File: src/design/ncct_pkg.sv
// ----------------------------------------------------------------------------
// ncct_pkg
// Shared types and constants for the nearest center cluster tracker.
// ----------------------------------------------------------------------------
package ncct_pkg;

  localparam int unsigned TableDepthDef = 16;

  localparam logic [11:0] RADIUS_RESET = 12'd240;
  localparam logic [17:0] SPEED_LIMIT  = 18'h3FFFF;
  localparam logic [19:0] DIST_SCALE   = 20'd1000000;

  localparam int unsigned RootW = 22;
  localparam int unsigned RadW  = 44;

  typedef struct packed {
    logic [15:0] x;
    logic [15:0] y;
    logic [47:0] t;
  } ncct_item_t;

  typedef struct packed {
    logic [15:0] id;
    logic        is_new;
    logic [17:0] speed;
    logic        sat;
    logic        evicted;
  } ncct_result_t;

endpackage

File: src/design/ncct_queue.sv
// ----------------------------------------------------------------------------
// ncct_queue
// Two-entry item queue between the input port and the tracking engine.
// ----------------------------------------------------------------------------
module ncct_queue
  import ncct_pkg::*;
(
  input  logic       clk_i,
  input  logic       rst_ni,
  input  logic       push_i,
  input  ncct_item_t item_i,
  output logic       full_o,
  output logic       valid_o,
  output ncct_item_t item_o,
  input  logic       pop_i
);

  ncct_item_t buf_q [2];
  logic       wr_q, wr_d;
  logic       rd_q, rd_d;
  logic [1:0] cnt_q, cnt_d;

  logic do_push, do_pop;

  assign full_o  = (cnt_q == 2'd2);
  assign valid_o = (cnt_q != 2'd0);
  assign item_o  = buf_q[rd_q];
  assign do_push = push_i && !full_o;
  assign do_pop  = pop_i && valid_o;

  always_comb begin
    wr_d  = do_push ? ~wr_q : wr_q;
    rd_d  = do_pop ? ~rd_q : rd_q;
    cnt_d = cnt_q + {1'b0, do_push} - {1'b0, do_pop};
  end

  always_ff @(posedge clk_i or negedge rst_ni) begin
    if (!rst_ni) begin
      wr_q  <= 1'b0;
      rd_q  <= 1'b0;
      cnt_q <= 2'd0;
    end else begin
      wr_q  <= wr_d;
      rd_q  <= rd_d;
      cnt_q <= cnt_d;
    end
  end

  always_ff @(posedge clk_i) begin
    if (do_push) begin
      buf_q[wr_q] <= item_i;
    end
  end

endmodule

File: config.mk
export PLATFORM = sky130hd
export DESIGN_NAME = ncct_queue
export DESIGN_NICKNAME = d
export VERILOG_FILES = /design/src/design/ncct_pkg.sv /design/src/design/ncct_queue.sv
export SDC_FILE = /design/constraint.sdc
export NUM_CORES = 1
export LEC_CHECK = 0
export ABC_AREA = 1
export BUFFER_PORTS_ARGS = -buffer_cell sky130_fd_sc_hd__buf_2
export CAP_MARGIN = 40
export CORE_UTILIZATION = 30
export CTS_BUF_LIST = sky130_fd_sc_hd__clkbuf_2 sky130_fd_sc_hd__clkbuf_4 sky130_fd_sc_hd__clkbuf_8
export DETAILED_ROUTE_END_ITERATION = 6
export PLACE_DENSITY = 0.6
export SKIP_CTS_REPAIR_TIMING = 1
export SYNTH_ARGS = -nofsm -noshare
export SYNTH_HDL_FRONTEND = slang
export SYNTH_SLANG_ARGS = --single-unit
File: constraint.sdc
create_clock -name clk_i -period 4.4 [get_ports clk_i]
set_input_delay 0.44 -clock clk_i [delete_from_list [all_inputs] [get_ports clk_i]]
set_output_delay 0.44 -clock clk_i [all_outputs]
set_load 0.02 [all_outputs]
==> impl_metrics.json <==
{
  "die-area_mm2": 0.0209,
  "finalMaxSlewViolations": 0,
  "slowest_stage": "dfrtp_2",
  "cts_sinks": 164,
  "power.density_mw_per_mm2": 681,
  "antenna_left": 0,
  "fin_setup_tns_ps": 0,
  "numCtsBuffers": 17,
  "vdd_ir_drop_max_v": 0.000241,
  "drive_gt1_frac": 0.320,
  "setup_viol": 0,
  "cts_max_level": 4,
  "synth_cell_types": 11,
  "grt_pass1_wl_mm": 18.1,
  "fin_cells": 900,
  "place_inst": 868,
  "post-route-drc-count": 0,
  "syn2layout_area_growth_pct": 24.2,
  "syn_nets": 536,
  "hold_class": "in -> reg",
  "grt_overflow": 0,
  "critPathTopFamily": "buffers and inverters",
  "min_period_over_period": 0.526,
  "core_mm2": 0.0197,
  "vias": 3699,
  "start_util": 0.310,
  "hold_viol_final": 0,
  "outcome": "finished clean",
  "leakagePower_uw": 0.00324,
  "routed_wirelength_mm": 12.2,
  "cts.path.max_buffers": 2,
  "viasPerCell": 4.11,
  "clock.fmax_ghz": 0.432,
  "gp_congestion": 0.689,
  "ys_ff_latch": 164,
  "fin_skew_ps": 9.01,
  "layout.nets": 709,
  "worstPathCellList": "buf_4 -> nand2_1 -> nand2_1 -> buf_2",
  "syn-instance-count": 450,
  "insertion_delay_ps": 440,
  "cp.arrival_ps": 1880,
  "portBuffers": 165,
  "wl_per_cell_um": 13.5,
  "yosysWarnings": 0,
  "startpoint_type": "flip-flop",
  "track_usage": 0.120,
  "n_antenna_cell": 0,
  "ios": 166,
  "critical_path_class": "reg -> out",
  "die_h_um": 144,
  "critPathCaptureType": "output pin",
  "clk_pin_slew_ps": 80,
  "cts_tree": "yes",
  "ctsRootBufferMaster": "clkbuf_8",
  "final_util": 0.384,
  "drt_iter0_markers": 108,
  "grt_max_degree": 82,
  "cpPeakStageDelay_ps": 500,
  "synth_area_mm2": 0.00608,
  "required_ps": 3960,
  "grt_pass1_vias": 3560,
  "cp_num_buf_inv": 2,
  "period_needed_ps": 2320,
  "crit_path_frequent_cell": "nand2_1",
  "drv_cap": 0,
  "place_hpwl_mm": 7.55,
  "antenna_found_initial": 0,
  "die_w_um": 144,
  "relSlewSlack": 0.515,
  "ys_seq_area_frac": 0.806,
  "tightest_slew_ps": 726,
  "rsz0062_at_grt": "no",
  "rows": 51,
  "syn_avg_cell_area_um2": 13.5,
  "firstDrtPassIters": 4,
  "critPathMaxFanout": 52
}
-- state kept, by name, summed over array words and instances (netlist names) --
signal and count:
rd_q 1, cnt_q 2, wr_q 1, buf_q 160
-- worst register-to-register path: cells and delay by family (launching register included) --
kind | cells | cell delay (ps)
buf+inv | 2 | 1140
flops | 1 | 390
simple gates | 2 | 230
-- through the flow --
stage                     hold WS (ps)  instance area (um2)  worst slack (ps)  power, uW
after floorplan                    144                 6090              1330       3560
after global placement             257                 7150              2170       4170
after detailed placement           258                 7170              2170       4190
after CTS                         -247                 7540              1970       5250
after global routing               126                 7550              1870       5500
final                              184                 7550              2080       5150
-- cell usage after synthesis --
cell type  number  share of area
nor2_1          1        0.00062
ha_1            2         0.0041
dfrtp_1         4          0.016
buf_4           1         0.0012
buf_6           9          0.017
nand3_1         3         0.0025
edfxtp_1      160           0.79
nand2_1       253           0.16
inv_6           1         0.0014
buf_2           7         0.0058
inv_1           9         0.0056
-- power breakdown --
| group | switching (uW) | internal [uW] | leakage, uW |
|---|---|---|---|
| registers | 85.7 | 2130 | 0.00154 |
| logic | 1370 | 519 | 0.00152 |
| clock network | 521 | 522 | 0.000188 |
-- final cells by class --
type | instances | area (um2)
clock buffers | 21 | 264
flip-flops and latches | 164 | 4910
repair buffers | 171 | 898
inverters | 10 | 43.8
clock inverters | 10 | 110
fillers | 1917 | 12100
multi-input cells | 259 | 1000
well taps | 265 | 332
-- path summary, 6_finish.rpt --
check | slack (ps) | cells after the start | end | start
max | 2080 | 4 | item_o[71] | rd_q$_DFFE_PN0P_
min | 180 | 1 | buf_q[1][69]$_DFFE_PP_ | item_i[69]
max reg2reg | 2280 | 4 | buf_q[0][38]$_DFFE_PP_ | cnt_q[1]$_DFF_PN0_
min in group asynchronous | 350 | 2 | wr_q$_DFFE_PN0N_ | rst_ni
max in group asynchronous | 3920 | 2 | rd_q$_DFFE_PN0P_ | rst_ni
min reg2reg | 470 | 2 | wr_q$_DFFE_PN0N_ | wr_q$_DFFE_PN0N_
-- logic make-up (layout without fill, tap and decap cells) --
logic type	Yosys count	in the layout	share of synthesized area
adder cells (fa/ha/maj)	2	2	0.00411
AND/OR/NAND/NOR	257	257	0.159
buffers and inverters	27	212	0.0306
flip-flops	164	164	0.806
-- routing by layer --
metal / global-route usage / vias to the layer above / share of wire
li1: - / 1851 / -
met1: 0.136 / 1730 / 0.43
met2: 0.204 / 105 / 0.50
met3: 0.0397 / 13 / 0.055
met4: 0.0560 / 0 / 0.013
met5: 0 / - / 0
-- placed cells by master (no fill, tap or decap) --
| master | n |
|---|---|
| buf_12 | 2 |
| buf_2 | 165 |
| buf_4 | 3 |
| bufinv_16 | 2 |
| clkbuf_4 | 4 |
| clkbuf_8 | 17 |
| clkinv_1 | 2 |
| clkinv_2 | 3 |
| clkinv_4 | 2 |
| clkinvlp_4 | 2 |
| dfrtp_1 | 3 |
| dfrtp_2 | 1 |
| dlygate4sd3_1 | 1 |
| edfxtp_1 | 160 |
| ha_1 | 2 |
| inv_1 | 8 |
| inv_6 | 1 |
| nand2_1 | 253 |
| nand3_1 | 3 |
| nor2_4 | 1 |
Note: power is estimated with default switching activity, not from simulation.
